**src/sv/itrd_pkg.sv**
```systemverilog
// Package for the radix conversion block: sizes, character codes, state type,
// divider control and status structs, the radix clamp and the digit-to-character functions.
package itrd_pkg;

	localparam int VALUE_BITS  = 64;
	localparam int MAG_BITS    = VALUE_BITS - 1;
	localparam int BIT_W       = $clog2(MAG_BITS);
	localparam int RADIX_W     = 6;
	localparam int STORE_DEPTH = 64;
	localparam int ADDR_W      = $clog2(STORE_DEPTH);
	localparam int CNT_W       = ADDR_W + 1;
	localparam int CHAR_W      = 7;

	localparam logic [RADIX_W-1:0] RADIX_RESET = RADIX_W'(10);
	localparam logic [RADIX_W-1:0] RADIX_MIN   = RADIX_W'(2);
	localparam logic [RADIX_W-1:0] RADIX_MAX   = RADIX_W'(36);

	localparam logic [CHAR_W-1:0]  CHAR_ZERO     = CHAR_W'(48);
	localparam logic [CHAR_W-1:0]  CHAR_A        = CHAR_W'(65);
	localparam logic [CHAR_W-1:0]  CHAR_MINUS    = CHAR_W'(45);
	localparam logic [RADIX_W-1:0] DECIMAL_SPLIT = RADIX_W'(10);

	typedef enum logic [2:0] {
		ST_IDLE,
		ST_DIVIDE,
		ST_SIGN,
		ST_FETCH,
		ST_LOAD
	} state_t;

	typedef struct packed {
		logic load;   // take a new dividend and start a digit
		logic again;  // divide the held quotient once more
	} div_ctrl_t;

	typedef struct packed {
		logic done;   // remainder and quotient are final this cycle
		logic zero;   // held quotient is zero
	} div_stat_t;

	function automatic logic [RADIX_W-1:0] eff_radix(input logic [RADIX_W-1:0] r);
		logic [RADIX_W-1:0] e;
		e = r;
		if (r < RADIX_MIN) begin
			e = RADIX_MIN;
		end else if (r > RADIX_MAX) begin
			e = RADIX_MAX;
		end
		return e;
	endfunction

	function automatic logic [CHAR_W-1:0] digit_char(input logic [RADIX_W-1:0] d);
		logic [CHAR_W-1:0] c;
		if (d < DECIMAL_SPLIT) begin
			c = CHAR_ZERO + CHAR_W'(d);
		end else begin
			c = CHAR_A + CHAR_W'(d) - CHAR_W'(DECIMAL_SPLIT);
		end
		return c;
	endfunction

endpackage

```
**src/sv/integer_to_radix_digits_core.sv**
```systemverilog
// Top level of the integer to radix text converter.
// Depends on itrd_pkg and instantiates itrd_serial_div; holds the digit store.
//
// Use: write the radix (2 to 36, others clamp; reset value 10) on the cfg
// channel while the block is idle. Each item on the input channel is a signed
// integer; the output channel then carries its text one ASCII character per
// item, most significant first, with a leading '-' for negative values and
// last_char high on the final character. The most negative value saturates.
// The input is taken only when the previous number has been fully
// handed to the output register. The serial divider yields each digit by
// a bit-serial division over the magnitude bits, then the digit is stored;
// once the last digit is stored, each character takes a read of the digit
// store and then the output load.
// A stalled receiver holds the output register; the block waits with it and
// loses nothing. Reset clears the control state and sets the radix to 10; the
// digit store needs no clearing since each digit is written before it is read.
module integer_to_radix_digits_core (
	input  logic                                  clk,
	input  logic                                  arst_n,
	input  logic                                  cfg_valid,
	output logic                                  cfg_ready,
	input  logic [itrd_pkg::RADIX_W-1:0]          radix,
	input  logic                                  in_valid,
	output logic                                  in_ready,
	input  logic signed [itrd_pkg::VALUE_BITS-1:0] value,
	output logic                                  out_valid,
	input  logic                                  out_ready,
	output logic [itrd_pkg::CHAR_W-1:0]           text_char,
	output logic                                  last_char
);

	itrd_pkg::state_t state_q, state_nxt;

	logic [itrd_pkg::RADIX_W-1:0] radix_q;
	logic                         neg_q;
	logic [itrd_pkg::CNT_W-1:0]   cnt_q;
	logic [itrd_pkg::ADDR_W-1:0]  ptr_q;
	logic                         out_valid_q;
	logic [itrd_pkg::CHAR_W-1:0]  text_char_q;
	logic                         last_char_q;

	logic [itrd_pkg::RADIX_W-1:0] store_q [itrd_pkg::STORE_DEPTH];
	logic [itrd_pkg::RADIX_W-1:0] rdata_q;

	itrd_pkg::div_ctrl_t           div_ctrl;
	itrd_pkg::div_stat_t           div_stat;
	logic [itrd_pkg::RADIX_W-1:0]  div_rem;

	logic [itrd_pkg::VALUE_BITS-1:0] val_u;
	logic [itrd_pkg::VALUE_BITS-1:0] negx;
	logic [itrd_pkg::MAG_BITS-1:0]   mag;
	logic                            in_neg;

	logic                         out_free;
	logic                         digit_last;
	logic                         store_we;
	logic                         out_load;
	logic [itrd_pkg::CHAR_W-1:0]  out_char;
	logic                         out_last;

	assign val_u  = $unsigned(value);
	assign in_neg = val_u[itrd_pkg::VALUE_BITS-1];
	assign negx   = ~val_u + itrd_pkg::VALUE_BITS'(1);

	// The negation of the most negative value leaves the sign bit set; clamp it.
	always_comb begin
		if (!in_neg) begin
			mag = val_u[itrd_pkg::MAG_BITS-1:0];
		end else if (negx[itrd_pkg::VALUE_BITS-1]) begin
			mag = '1;
		end else begin
			mag = negx[itrd_pkg::MAG_BITS-1:0];
		end
	end

	assign out_free   = !out_valid_q || out_ready;
	assign digit_last = div_stat.zero || (cnt_q == itrd_pkg::CNT_W'(itrd_pkg::STORE_DEPTH - 1));

	itrd_serial_div u_div (
		.clk       (clk),
		.arst_n    (arst_n),
		.ctrl      (div_ctrl),
		.dividend  (mag),
		.divisor   (itrd_pkg::eff_radix(radix_q)),
		.stat      (div_stat),
		.remainder (div_rem)
	);

	always_comb begin
		state_nxt = state_q;
		case (state_q)
			itrd_pkg::ST_IDLE: begin
				if (in_valid) state_nxt = itrd_pkg::ST_DIVIDE;
			end
			itrd_pkg::ST_DIVIDE: begin
				if (div_stat.done && digit_last) begin
					state_nxt = neg_q ? itrd_pkg::ST_SIGN : itrd_pkg::ST_FETCH;
				end
			end
			itrd_pkg::ST_SIGN: begin
				if (out_free) state_nxt = itrd_pkg::ST_FETCH;
			end
			itrd_pkg::ST_FETCH: begin
				state_nxt = itrd_pkg::ST_LOAD;
			end
			itrd_pkg::ST_LOAD: begin
				if (out_free) begin
					state_nxt = (ptr_q == '0) ? itrd_pkg::ST_IDLE : itrd_pkg::ST_FETCH;
				end
			end
			default: state_nxt = itrd_pkg::ST_IDLE;
		endcase
	end

	always_comb begin
		in_ready       = 1'b0;
		div_ctrl.load  = 1'b0;
		div_ctrl.again = 1'b0;
		store_we       = 1'b0;
		out_load       = 1'b0;
		out_char       = itrd_pkg::digit_char(rdata_q);
		out_last       = 1'b0;
		case (state_q)
			itrd_pkg::ST_IDLE: begin
				in_ready      = 1'b1;
				div_ctrl.load = in_valid;
			end
			itrd_pkg::ST_DIVIDE: begin
				store_we       = div_stat.done;
				div_ctrl.again = div_stat.done && !digit_last;
			end
			itrd_pkg::ST_SIGN: begin
				out_load = out_free;
				out_char = itrd_pkg::CHAR_MINUS;
			end
			itrd_pkg::ST_FETCH: begin
			end
			itrd_pkg::ST_LOAD: begin
				out_load = out_free;
				out_last = (ptr_q == '0);
			end
			default: begin
			end
		endcase
	end

	always_ff @(posedge clk or negedge arst_n) begin
		if (!arst_n) begin
			state_q     <= itrd_pkg::ST_IDLE;
			radix_q     <= itrd_pkg::RADIX_RESET;
			neg_q       <= 1'b0;
			cnt_q       <= '0;
			ptr_q       <= '0;
			out_valid_q <= 1'b0;
		end else begin
			state_q <= state_nxt;
			if (cfg_valid) begin
				radix_q <= radix;
			end
			if (div_ctrl.load) begin
				neg_q <= in_neg;
				cnt_q <= '0;
			end else if (store_we) begin
				cnt_q <= cnt_q + itrd_pkg::CNT_W'(1);
				// The digit just written is the most significant one if it is the last.
				ptr_q <= cnt_q[itrd_pkg::ADDR_W-1:0];
			end else if (out_load && state_q == itrd_pkg::ST_LOAD && ptr_q != '0) begin
				ptr_q <= ptr_q - itrd_pkg::ADDR_W'(1);
			end
			if (out_load) begin
				out_valid_q <= 1'b1;
			end else if (out_ready) begin
				out_valid_q <= 1'b0;
			end
		end
	end

	always_ff @(posedge clk) begin
		if (out_load) begin
			text_char_q <= out_char;
			last_char_q <= out_last;
		end
	end

	always_ff @(posedge clk) begin
		if (store_we) begin
			store_q[cnt_q[itrd_pkg::ADDR_W-1:0]] <= div_rem;
		end
		rdata_q <= store_q[ptr_q];
	end

	assign cfg_ready = 1'b1;
	assign out_valid = out_valid_q;
	assign text_char = text_char_q;
	assign last_char = last_char_q;

endmodule

```
**src/sv/itrd_serial_div.sv**
```systemverilog
// Bit-serial restoring divider: one quotient bit per cycle over the magnitude.
// Depends on itrd_pkg for widths and the control and status structs.
module itrd_serial_div (
	input  logic                             clk,
	input  logic                             arst_n,
	input  itrd_pkg::div_ctrl_t              ctrl,
	input  logic [itrd_pkg::MAG_BITS-1:0]    dividend,
	input  logic [itrd_pkg::RADIX_W-1:0]     divisor,
	output itrd_pkg::div_stat_t              stat,
	output logic [itrd_pkg::RADIX_W-1:0]     remainder
);

	logic [itrd_pkg::MAG_BITS-1:0] quot_q;
	logic [itrd_pkg::RADIX_W-1:0]  rem_q;
	logic [itrd_pkg::BIT_W-1:0]    bit_q;
	logic                          run_q;
	logic                          done_q;

	logic [itrd_pkg::RADIX_W:0]    trial;
	logic                          fits;
	logic [itrd_pkg::RADIX_W:0]    diff;

	assign trial = {rem_q, quot_q[itrd_pkg::MAG_BITS-1]};
	assign fits  = trial >= {1'b0, divisor};
	assign diff  = trial - {1'b0, divisor};

	always_ff @(posedge clk or negedge arst_n) begin
		if (!arst_n) begin
			run_q  <= 1'b0;
			done_q <= 1'b0;
			bit_q  <= '0;
		end else begin
			done_q <= 1'b0;
			if (ctrl.load || ctrl.again) begin
				run_q <= 1'b1;
				bit_q <= '0;
			end else if (run_q) begin
				bit_q <= bit_q + itrd_pkg::BIT_W'(1);
				if (bit_q == itrd_pkg::BIT_W'(itrd_pkg::MAG_BITS - 1)) begin
					run_q  <= 1'b0;
					done_q <= 1'b1;
				end
			end
		end
	end

	// The remainder always stays below the divisor, so it fits in a radix-wide register.
	always_ff @(posedge clk) begin
		if (ctrl.load) begin
			quot_q <= dividend;
			rem_q  <= '0;
		end else if (ctrl.again) begin
			rem_q  <= '0;
		end else if (run_q) begin
			quot_q <= {quot_q[itrd_pkg::MAG_BITS-2:0], fits};
			rem_q  <= fits ? diff[itrd_pkg::RADIX_W-1:0] : trial[itrd_pkg::RADIX_W-1:0];
		end
	end

	assign stat.done = done_q;
	assign stat.zero = (quot_q == '0);
	assign remainder = rem_q;

endmodule

```
**config.mk**
```make
export PLATFORM = sky130hd
export DESIGN_NAME = integer_to_radix_digits_core
export DESIGN_NICKNAME = d
export VERILOG_FILES = /design/src/sv/itrd_pkg.sv /design/src/sv/integer_to_radix_digits_core.sv /design/src/sv/itrd_serial_div.sv
export SDC_FILE = /design/constraint.sdc
export NUM_CORES = 1
export LEC_CHECK = 0
export BUFFER_PORTS_ARGS = -buffer_cell sky130_fd_sc_hd__buf_2
export CAP_MARGIN = 20
export CORE_ASPECT_RATIO = 2
export CORE_MARGIN = 8
export CORE_UTILIZATION = 34
export CTS_BUF_LIST = sky130_fd_sc_hd__clkbuf_2
export DETAILED_ROUTE_END_ITERATION = 8
export HOLD_SLACK_MARGIN = 0.08
export SLEW_MARGIN = 25
export SYNTH_ARGS = -nofsm -noshare
export SYNTH_HDL_FRONTEND = slang
export SYNTH_SLANG_ARGS = --single-unit
```
**constraint.sdc**
```tcl
create_clock -name clk -period 11.4 [get_ports clk]
set_input_delay 1.71 -clock clk [delete_from_list [all_inputs] [get_ports clk]]
set_output_delay 1.71 -clock clk [all_outputs]
set_load 0.01 [all_outputs]
```
==> impl_metrics.yaml, run 1 <==
run_status:
  run_status: "finished, final reports clean"
floorplan:
  placeable_core_region_mm2: 0.0636
  rows: 131
  boundaryPins: 86
  dieHeight_um: 374
  dieWidth_um: 195
  floorplan.initialDensity: 0.342
  design.die.area_mm2: 0.0728
synthesis:
  yosysWarnings: 0
  synth_enable_flop_cells: 455
  netlist_instances: 1414
  synth_flop_cell: "sky130_fd_sc_hd__edfxtp_1"
  ys_async_sr_fraction: 0.0641
  ys_ff_latch: 499
  syn-mean-instance-area_um2: 15.4
  seq_area_frac_synth: 0.676
  syn-num-nets: 1504
  synth.distinct_cells: 61
  syn_area_mm2: 0.0218
cells_and_area:
  finalNetCount: 1636
  regArea_mm2: 0.0147
  drive_above_1_share: 0.253
  layout_area_overhead_pct: 10.3
  final_design_area_no_fill_mm2: 0.0240
  multi_input_area_mm2: 0.00669
  fillerInstances: 5985
clock_network:
  clk_pin_slew_ns: 0.13
  worstSkewPairLatency_ns: 1.08
  cts-buffers-inserted: 101
  htree_num_levels: 3
  cts_tree: "built"
  clock_root_buffer: "sky130_fd_sc_hd__clkbuf_2"
  post_cts_hold_buffer_count: 0
  post_cts_resized: 0
  clk_path_buf_depth: 3
  cts_num_sinks: 499
  cts_setup_buffers: 0
place:
  detailed_place_hpwl_mm: 38.4
  placement.cell_area_mm2: 0.0230
  buffer_ports.inserted: 84
  gp_congestion: 0.904
flow_run:
  max_cap_violations: 0
setup_path:
  crit_path_max_fanout: 10
  worst_ep_arrival_time_ns: 2.24
  reg2reg_depth: 7
  worstSetupPathType: "reg -> out"
  critical-path-max-stage-delay_ns: 0.51
  endpoint_kind: "output port"
  cell_type_of_the_slowest_stage_on_the_worst_timing_path: "sky130_fd_sc_hd__dfrtp_1"
  cp-start-kind: "flop"
  crit_path_cell_trace: "nor3_1 > buf_2"
  required_time_worst_endpoint_ns: 9.69
global_routing:
  antenna_found_initial: 3
  grt_pass1_vias: 13700
  first_pass_grt_wire_length_mm: 82.4
  grt.overflow.total: 0
  global_route.usage.total: 0.149
  grt_max_degree: 68
route:
  wl_met3_mm: 2.54
  wl_per_cell_um: 22.4
  post_drt_via_cell_ratio: 5.23
  drt_pass1_iterations: 5
  route.top_layer_used: "met4"
  vias: 12700
  routed_wirelength_mm: 54.4
  number_of_violations_reported_at_the_end_of_detailed_routing_iteration_0: 606
  remaining_drc_errors: 0
  met2WireLength_mm: 32.1
  total_routed_wire_length_on_the_met1_layer_mm: 17.4
  antenna_violating_nets_post_route: 0
timing:
  timing.clock.skew_ns: 0.101
  rsz0062_at_grt: "no"
  worst-slew-pin-transition_ns: 0.977
  timing_hold_violations_final: 0
  setup_viol: 0
  min_period_over_period: 0.347
  timing.slew.headroom: 0.344
  timing.setup.tns_ns: 0
  report.final.slew_viol_count: 0
  fin_crit_ns: 3.95
  max_clock_freq_mhz: 253
pwr:
  worst_ir_drop_vdd_v: 0.000135
  power_per_cell_area_mw_per_mm2: 213
  p_leak_nw: 8.16
worst_hold_path:
  hold_path_class: "reg -> reg"
  holdPathStages: 2
==> worst paths after layout <==
kind | from | to | slack [ns]
min in group asynchronous | arst_n | u_div.done_q | 0.70
worst max-delay path | state_q[1] | in_ready | 7.45
worst min-delay path | neg_q | neg_q | 0.51
worst max register to register | ptr_q[0] | rdata_q[0] | 7.45
worst min register to register | neg_q | neg_q | 0.51
max in group asynchronous | arst_n | ptr_q[1] | 10.08
==> per-stage QoR <==
stage               total power [W]  hold slack, ns  setup WS (ns)   util  cells
CTS                         0.00516           0.521           7.10  0.377   2425
floorplan                   0.00361           0.447           5.06      -   1414
finish                      0.00510           0.512           7.45  0.377   2429
global placement            0.00408           0.480           6.84  0.362   2240
detailed placement          0.00412           0.493           6.83  0.362   2240
global route                0.00538           0.548           7.11  0.377   2429
==> metal layers <==
| metal | up-vias | GRT usage |
|---|---|---|
| met1 | 6386 | 0.137 |
| met2 | 378 | 0.301 |
| li1 | 5824 | - |
| met3 | 104 | 0.0280 |
| met4 | 0 | 0.0772 |
| met5 | - | 0 |
==> synth_stat cells, types with 2 or more instances <==
cell type | number | area, µm²
sky130_fd_sc_hd__nand2b_1 | 7 | 43.8
sky130_fd_sc_hd__nor3_1 | 19 | 95.1
sky130_fd_sc_hd__dfxtp_1 | 12 | 240
sky130_fd_sc_hd__and3_1 | 7 | 43.8
sky130_fd_sc_hd__a21oi_1 | 69 | 345
sky130_fd_sc_hd__o21ai_0 | 44 | 220
sky130_fd_sc_hd__and2_1 | 3 | 18.8
sky130_fd_sc_hd__dfstp_2 | 2 | 52.6
sky130_fd_sc_hd__a211oi_1 | 8 | 60.1
sky130_fd_sc_hd__o31ai_1 | 21 | 158
sky130_fd_sc_hd__xor2_1 | 62 | 543
sky130_fd_sc_hd__edfxtp_1 | 455 | 13700
sky130_fd_sc_hd__buf_2 | 8 | 40.0
sky130_fd_sc_hd__o21ai_1 | 2 | 10.0
sky130_fd_sc_hd__a311oi_1 | 2 | 17.5
sky130_fd_sc_hd__xnor2_1 | 20 | 175
sky130_fd_sc_hd__mux2i_1 | 4 | 40.0
sky130_fd_sc_hd__nand2_1 | 110 | 413
sky130_fd_sc_hd__dfrtp_1 | 30 | 751
sky130_fd_sc_hd__o41ai_1 | 9 | 78.8
sky130_fd_sc_hd__nand4_1 | 10 | 62.6
sky130_fd_sc_hd__nor2b_1 | 12 | 75.1
sky130_fd_sc_hd__ha_1 | 14 | 175
sky130_fd_sc_hd__clkbuf_1 | 53 | 199
sky130_fd_sc_hd__a22o_1 | 3 | 26.3
sky130_fd_sc_hd__or3_1 | 13 | 81.3
sky130_fd_sc_hd__nand3b_1 | 5 | 37.5
sky130_fd_sc_hd__a22oi_1 | 5 | 37.5
sky130_fd_sc_hd__a21o_1 | 3 | 22.5
sky130_fd_sc_hd__mux2_2 | 6 | 67.6
sky130_fd_sc_hd__nor4_1 | 21 | 131
sky130_fd_sc_hd__buf_1 | 10 | 37.5
sky130_fd_sc_hd__or4_4 | 2 | 22.5
sky130_fd_sc_hd__o21a_1 | 3 | 22.5
sky130_fd_sc_hd__nand3_1 | 29 | 145
sky130_fd_sc_hd__or2_2 | 5 | 31.3
sky130_fd_sc_hd__a31oi_1 | 4 | 25.0
sky130_fd_sc_hd__mux4_2 | 116 | 2610
sky130_fd_sc_hd__nor2_1 | 158 | 593
sky130_fd_sc_hd__inv_1 | 20 | 75.1
sky130_fd_sc_hd__or4_1 | 8 | 60.1
==> kinds of logic (layout without fill, tap and decap cells) <==
family | after synthesis | in the layout | share of synthesized area
AND/OR/NAND/NOR | 418 | 418 | 0.0899
XOR/XNOR | 82 | 82 | 0.0330
adder cells (fa/ha/maj) | 15 | 15 | 0.00897
flip-flops | 499 | 499 | 0.676
AO/OA/AOI/OAI | 180 | 180 | 0.0499
buffers and inverters | 93 | 307 | 0.0170
other | 1 | 4 | 0.000172
multiplexers | 126 | 126 | 0.125
==> area by class of cell <==
class,count,area share
Clock inverter,32,0.00673
Clock buffer,153,0.0319
Inverter,20,0.00313
Multi-Input combinational cell,822,0.279
Antenna cell,3,0.000313
Sequential cell,499,0.613
Timing Repair Buffer,102,0.0240
Tap cell,798,0.0416
==> state kept, by name (all words and copies together) (netlist names), 3 cells and up <==
register and cells:
u_div.bit_q 6, ptr_q 6, u_div.quot_q 63, text_char 7
state_q 3, radix_q 6, store_q 384, cnt_q 7
rdata_q 6, u_div.remainder 6
==> cells in the final DEF, fill, tap and decap left out, drive strengths merged, types with 4 or more instances in the layout <==
master / netlist / routed
mux2: 6 / 6
nor3: 20 / 20
dfrtp: 30 / 30
xor2: 62 / 62
o21ai: 46 / 46
clkbuf: 53 / 153
nand3: 29 / 29
inv: 20 / 20
a21oi: 69 / 69
nor2b: 12 / 12
edfxtp: 455 / 455
xnor2: 20 / 20
o41ai: 9 / 9
or4: 10 / 10
dfxtp: 12 / 12
nand3b: 5 / 5
o31ai: 21 / 21
or2: 5 / 5
nand2: 110 / 110
nor4: 23 / 23
nand2b: 8 / 8
nor2: 158 / 158
or3: 13 / 13
mux2i: 4 / 4
ha: 14 / 14
nand4: 10 / 10
a22oi: 5 / 5
buf: 20 / 102
and3: 7 / 7
mux4: 116 / 116
a211oi: 8 / 8
a31oi: 4 / 4
clkinv: 0 / 29
==> where the power goes <==
part	total, W	internal [W]	switching [W]	leakage, nW
combinational	0.00140	0.000567	0.000837	2.85
clock	0.00105	0.000380	0.000665	0.709
sequential	0.00266	0.00246	0.000193	4.60
total	0.00510	0.00341	0.00169	8.16
==> critical path, delay by kind of cell, from the launching register on <==
family | cells | cell delay [ns]
simple gates | 1 | 0.41
buf+inv | 1 | 0.24
flops | 1 | 0.51
(Power assumes the default switching activity.)
==> inputs of run 2 (changes only) <==
Clock period 11.4 ns to 3.8 ns, I/O delays scaled along.
==> impl_metrics.yaml, run 2 (synthesized netlist as in run 1, its figures left out) <==
timing:
  max_clock_freq_mhz: 293
  timing_hold_violations_final: 0
  rsz0062_at_grt: "no"
  min_period_over_period: 0.900
  worst-slew-pin-transition_ns: 0.876
  setup_viol: 0
  report.final.slew_viol_count: 0
  holdWs_ns: 0.383
  fin_crit_ns: 3.42
  timing.setup.tns_ns: 0
  timing.slew.headroom: 0.416
  timing.clock.skew_ns: 0.0424
route:
  antenna_violating_nets_post_route: 0
  routed_wirelength_mm: 56.1
  vias: 13300
  total_routed_wire_length_on_the_met1_layer_mm: 17.7
  post_drt_via_cell_ratio: 5.18
  route.top_layer_used: "met4"
  remaining_drc_errors: 0
  met2WireLength_mm: 32.6
  wl_met3_mm: 2.62
  drt_pass1_iterations: 5
  wl_per_cell_um: 21.9
  number_of_violations_reported_at_the_end_of_detailed_routing_iteration_0: 719
flow_run:
  max_cap_violations: 0
setup_path:
  worst_ep_arrival_time_ns: 4.20
  endpoint_kind: "flop"
  path_buf_inv: 3
  cell_type_of_the_slowest_stage_on_the_worst_timing_path: "sky130_fd_sc_hd__nor4_1"
  crit_path_cell_trace: "dlygate4sd3_1 > buf_2 > nor4_2 > nand3_1 > nor4_1 > nand3b_1 > o41ai_1 > xor2_1 > dlygate4sd3_1 > a21oi_1"
  required_time_worst_endpoint_ns: 4.58
  worstSetupPathType: "in -> reg"
  crit_family: "simple AND/OR/NAND/NOR gates"
  critical-path-max-stage-delay_ns: 0.60
  crit_path_max_fanout: 8
  cpMostUsedCell: "sky130_fd_sc_hd__dlygate4sd3_1"
  cp-start-kind: "input pin"
floorplan:
  rows: 131
  design.die.area_mm2: 0.0728
  boundaryPins: 86
  dieHeight_um: 374
  floorplan.initialDensity: 0.342
  dieWidth_um: 195
  placeable_core_region_mm2: 0.0636
clock_network:
  post_cts_hold_buffer_count: 108
  post_cts_resized: 0
  cts_num_sinks: 499
  cts_tree: "built"
  clock_root_buffer: "sky130_fd_sc_hd__clkbuf_2"
  clk_path_buf_depth: 3
  worstSkewPairLatency_ns: 1.06
  cts-buffers-inserted: 101
  cts_setup_buffers: 0
  clk_pin_slew_ns: 0.12
  htree_num_levels: 3
global_routing:
  grt.overflow.total: 0
  grt_pass1_vias: 14300
  global_route.usage.total: 0.154
  first_pass_grt_wire_length_mm: 85.5
  antenna_found_initial: 2
  grt_max_degree: 67
cells_and_area:
  finalNetCount: 1764
  layout_area_overhead_pct: 16.2
  final_cell_count_no_fill: 2559
  regArea_mm2: 0.0147
  fillerInstances: 5897
  layout_common_cells: "sky130_fd_sc_hd__edfxtp_1 (455), sky130_fd_sc_hd__nor2_1 (157), sky130_fd_sc_hd__clkbuf_2 (144), sky130_fd_sc_hd__mux4_2 (116), sky130_fd_sc_hd__nand2_1 (110)"
  largest_reg_flops: 384
  multi_input_area_mm2: 0.00669
  leading_cell_type_in_the_layout_fill_and_taps_excluded: "sky130_fd_sc_hd__edfxtp_1"
  drive_above_1_share: 0.242
place:
  numPlacedInstances: 2261
  detailed_place_hpwl_mm: 39.3
  gp_congestion: 0.866
  buffer_ports.inserted: 84
pwr:
  power_per_cell_area_mw_per_mm2: 618
  p_leak_nw: 8.72
  worst_ir_drop_vdd_v: 0.000483
worst_hold_path:
  hold_path_class: "in -> reg"
run_status:
  run_status: "finished, final reports clean"
[run 2: cell types whose count changed in the layout (fill, tap and decap cells not counted), sizes merged]
cell         previous run  this run
clkinv                 29        39
clkinvlp                2         1
bufinv                  1         2
inv                    20        21
clkbuf                153       144
dlygate4sd3             0       107
buf                   102       123
[run 2: report_power, final]
group	switching [W]	leakage [nW]	internal (W)	total, W
combinational	0.00255	3.41	0.00185	0.00440
sequential	0.000637	4.60	0.00739	0.00802
clock	0.00203	0.708	0.00117	0.00319
total	0.00521	8.72	0.0104	0.0156
[run 2: routing by layer]
metal	track usage	vias up
li1	-	6085
met1	0.139	6625
met2	0.308	426
met3	0.0307	120
met4	0.0885	0
met5	0	-
[run 2: worst paths after layout]
| check | startpoint | endpoint | slack (ns) | cells after the start |
|---|---|---|---|---|
| setup / recovery | value[7] | u_div.quot_q[56] | 0.38 | 10 |
| hold / removal | cfg_valid | radix_q[5] | 0.38 | 3 |
| hold reg to reg | neg_q | neg_q | 0.49 | 2 |
| min in group asynchronous | arst_n | radix_q[4] | 0.60 | 4 |
| setup reg to reg | radix_q[4] | u_div.remainder[1] | 0.63 | 15 |
| max in group asynchronous | arst_n | ptr_q[2] | 2.95 | 4 |
[run 2: stage by stage]
| stage | total power (W) | worst slack [ns] | cell area (µm²) | util |
|---|---|---|---|---|
| finish | 0.0156 | 0.381 | 25300 | 0.397 |
| global route | 0.0165 | 0.157 | 25300 | 0.397 |
| CTS | 0.0158 | 0.551 | 25300 | 0.397 |
| detailed placement | 0.0125 | 0.333 | 23200 | 0.365 |
| global placement | 0.0123 | 0.373 | 23200 | 0.365 |
| floorplan | 0.0108 | 0.356 | 21800 | - |
[run 2: final cells by class]
type,instances,share of cell area
multi-input cells,822,0.265
inverters,20,0.00297
clock buffers,144,0.0285
clock inverters,43,0.00896
flip-flops and latches,499,0.582
repair buffers,230,0.0726
diodes,3,0.000297
well taps,798,0.0395
[run 2: worst min-delay path: cells and delay by family]
kind	cells	cell delay, ns
buf+inv	2	0.73
compound gates	1	0.10
==> inputs of run 3 (changes only) <==
--- a/config.mk
+++ b/config.mk
@@ -6,4 +6,5 @@
 export NUM_CORES = 1
 export LEC_CHECK = 0
+export ABC_AREA = 1
 export BUFFER_PORTS_ARGS = -buffer_cell sky130_fd_sc_hd__buf_2
 export CAP_MARGIN = 20
==> constraint.sdc (replaced) <==
create_clock -name clk -period 3.8 [get_ports clk]
set_input_delay 1.14 -clock clk [delete_from_list [all_inputs] [get_ports clk]]
set_output_delay 1.14 -clock clk [all_outputs]
set_load 0.01 [all_outputs]
==> impl_metrics.yaml, run 3 <==
worst_hold_path:
  hp-start: "cfg_valid"
  hold_path_class: "in -> reg"
synthesis:
  syn-num-nets: 2458
  yosysWarnings: 0
  netlist_instances: 2368
  commonest_cells_post_synth: "sky130_fd_sc_hd__nor2_1 (518), sky130_fd_sc_hd__edfxtp_1 (455), sky130_fd_sc_hd__nand2_1 (368), sky130_fd_sc_hd__o21ai_0 (235), sky130_fd_sc_hd__inv_1 (149)"
  ys_async_sr_fraction: 0.0641
  synth_flop_cell: "sky130_fd_sc_hd__edfxtp_1"
  synth_top_cell_area_share: 0.582
  post_synthesis_cell_type_with_the_largest_combined_area: "sky130_fd_sc_hd__edfxtp_1"
  ys_ff_latch: 499
  synth_most_common_cell: "sky130_fd_sc_hd__nor2_1"
  yosys-top-cells-area: "sky130_fd_sc_hd__edfxtp_1 (58%), sky130_fd_sc_hd__nor2_1 (8.3%), sky130_fd_sc_hd__nand2_1 (5.9%)"
  seq_area_frac_synth: 0.627
  synth.distinct_cells: 55
  syn_area_mm2: 0.0235
  synth_enable_flop_cells: 455
  syn-mean-instance-area_um2: 9.91
flow_run:
  max_cap_violations: 0
floorplan:
  rows: 136
  placeable_core_region_mm2: 0.0686
  dieWidth_um: 202
  boundaryPins: 86
  design.die.area_mm2: 0.0782
  dieHeight_um: 388
  floorplan.initialDensity: 0.342
global_routing:
  grt.overflow.total: 0
  grt_max_degree: 79
  first_pass_grt_wire_length_mm: 108
  grt_pass1_vias: 18700
  global_route.usage.total: 0.180
  antenna_found_initial: 5
pwr:
  power_per_cell_area_mw_per_mm2: 544
  p_leak_nw: 9.65
  worst_ir_drop_vdd_v: 0.000420
setup_path:
  endpoint_kind: "output port"
  worstSetupPathType: "reg -> out"
  r2r_setup_slack_ns: 0.68
  crit_path_max_fanout: 5
  cp-start-kind: "flop"
  reg2reg_depth: 8
  worst_ep_arrival_time_ns: 2.00
  critical_path.endpoint: "in_ready"
  required_time_worst_endpoint_ns: 2.66
  critPathLaunch: "state_q[1]"
  regToRegEndpoint: "u_div.quot_q[62]"
  critical_path.reg2reg.startpoint: "state_q[0]"
clock_network:
  clk_path_buf_depth: 3
  clock_root_buffer: "sky130_fd_sc_hd__clkbuf_2"
  clk_pin_slew_ns: 0.13
  cts-buffers-inserted: 101
  worstSkewPairLatency_ns: 1.18
  cts_num_sinks: 499
  cts_setup_buffers: 0
  htree_num_levels: 3
  cts_tree: "built"
timing:
  timing.slew.headroom: 0.284
  timing.setup.tns_ns: 0
  worst-slew-pin-transition_ns: 1.07
  report.final.slew_viol_count: 0
  setup_viol: 0
  rsz0062_at_grt: "no"
  final_critical_path_setup_slack_ns: 0.662
  max_clock_freq_mhz: 319
  timing_hold_violations_final: 0
  min_period_over_period: 0.826
  timing.clock.skew_ns: 0.110
  fin_crit_ns: 3.14
cells_and_area:
  largest_reg_flops: 384
  leading_cell_type_in_the_layout_fill_and_taps_excluded: "sky130_fd_sc_hd__nor2_1"
  finalNetCount: 2583
  fillerInstances: 6779
  layout_common_cells: "sky130_fd_sc_hd__nor2_1 (518), sky130_fd_sc_hd__edfxtp_1 (455), sky130_fd_sc_hd__nand2_1 (368), sky130_fd_sc_hd__o21ai_0 (235)"
  drive_above_1_share: 0.141
  layout_area_overhead_pct: 10.6
route:
  post_drt_via_cell_ratio: 5.11
  drt_pass1_iterations: 5
  routed_wirelength_mm: 70.9
  remaining_drc_errors: 0
  antenna_violating_nets_post_route: 0
  vias: 17800
  wl_per_cell_um: 20.4
  number_of_violations_reported_at_the_end_of_detailed_routing_iteration_0: 1147
place:
  detailedPlace.worstSlack_ns: 0.533
  buffer_ports.inserted: 84
  detailed_place_hpwl_mm: 50.0
  gp_congestion: 1.01
run_status:
  run_status: "finished, final reports clean"
run 3: cell count changes after synthesis, moves of 50 or more:
| cell | before | now |
|---|---|---|
| sky130_fd_sc_hd__o211ai_1 | 0 | 50 |
| sky130_fd_sc_hd__o21ai_0 | 44 | 235 |
| sky130_fd_sc_hd__nor2_1 | 158 | 518 |
| sky130_fd_sc_hd__inv_1 | 20 | 149 |
| sky130_fd_sc_hd__mux4_2 | 116 | 0 |
| sky130_fd_sc_hd__nand2_1 | 110 | 368 |
| sky130_fd_sc_hd__nand3_1 | 29 | 148 |
run 3: cell type report:
| type | instances | area, µm² | share of cell area |
|---|---|---|---|
| Sequential cell | 499 | 14700 | 0.567 |
| Multi-Input combinational cell | 1606 | 7670 | 0.295 |
| Tap cell | 897 | 1120 | 0.0432 |
| Timing Repair Buffer | 129 | 801 | 0.0309 |
| Clock buffer | 146 | 731 | 0.0282 |
| Inverter | 156 | 591 | 0.0228 |
| Clock inverter | 41 | 305 | 0.0118 |
| Antenna cell | 7 | 17.5 | 0.000675 |
run 3: routing by layer:
metal  up-vias  wire length [µm]  track usage
li1       8494                 -            -
met1      8455             23400        0.168
met2       640             38400        0.343
met3       214              3540       0.0322
met4         0              5570        0.135
met5         -                 0            0
run 3: worst min-delay path by stage:
stage / slack, ns / cells after the start / end
after CTS: 0.12 / 2 / radix_q[5]
after global routing: 0.15 / 2 / radix_q[1]
after global placement: 0.48 / 2 / neg_q
after floorplan: 0.45 / 2 / neg_q
final: 0.28 / 2 / radix_q[5]
after detailed placement: 0.48 / 2 / neg_q
run 3: metrics by stage:
| step | power (W) | instance area [µm²] | std cells | utilization | hold WS, ns |
|---|---|---|---|---|---|
| detailed placement | 0.0108 | 24800 | 3280 | 0.362 | 0.480 |
| global route | 0.0149 | 25900 | 3479 | 0.378 | 0.154 |
| CTS | 0.0143 | 25900 | 3474 | 0.378 | 0.120 |
| finish | 0.0141 | 26000 | 3481 | 0.378 | 0.279 |
| floorplan | 0.00959 | 23500 | 2368 | - | 0.448 |
| global placement | 0.0107 | 24800 | 3280 | 0.362 | 0.485 |
run 3: cell families after synthesis:
group	synth area share
buf+inv	0.0464
simple gates	0.197
xor+xnor	0.0112
flops	0.627
other cells	0.000160
fa+ha+maj	0.00832
compound gates	0.109
mux	0.000960
run 3: timing repair:
item | 4_1_cts | 5_1_grt
hold buffers | 7 | 0
hold endpoints to repair | 34 | 0
resized for setup | 0 | 0
run 3: critical path, cell delays in order, from the launching register on:
cell and delay (ns):
sky130_fd_sc_hd__dfrtp_1 0.44, sky130_fd_sc_hd__inv_1 0.09, sky130_fd_sc_hd__nand2_1 0.06, sky130_fd_sc_hd__nor2_2 0.16, sky130_fd_sc_hd__buf_2 0.18
run 3: report_power, final:
part | internal, W | switching [W] | total [W]
registers | 0.00728 | 0.000331 | 0.00761
logic | 0.000937 | 0.00212 | 0.00305
clock network | 0.00139 | 0.00208 | 0.00347
total | 0.00960 | 0.00453 | 0.0141
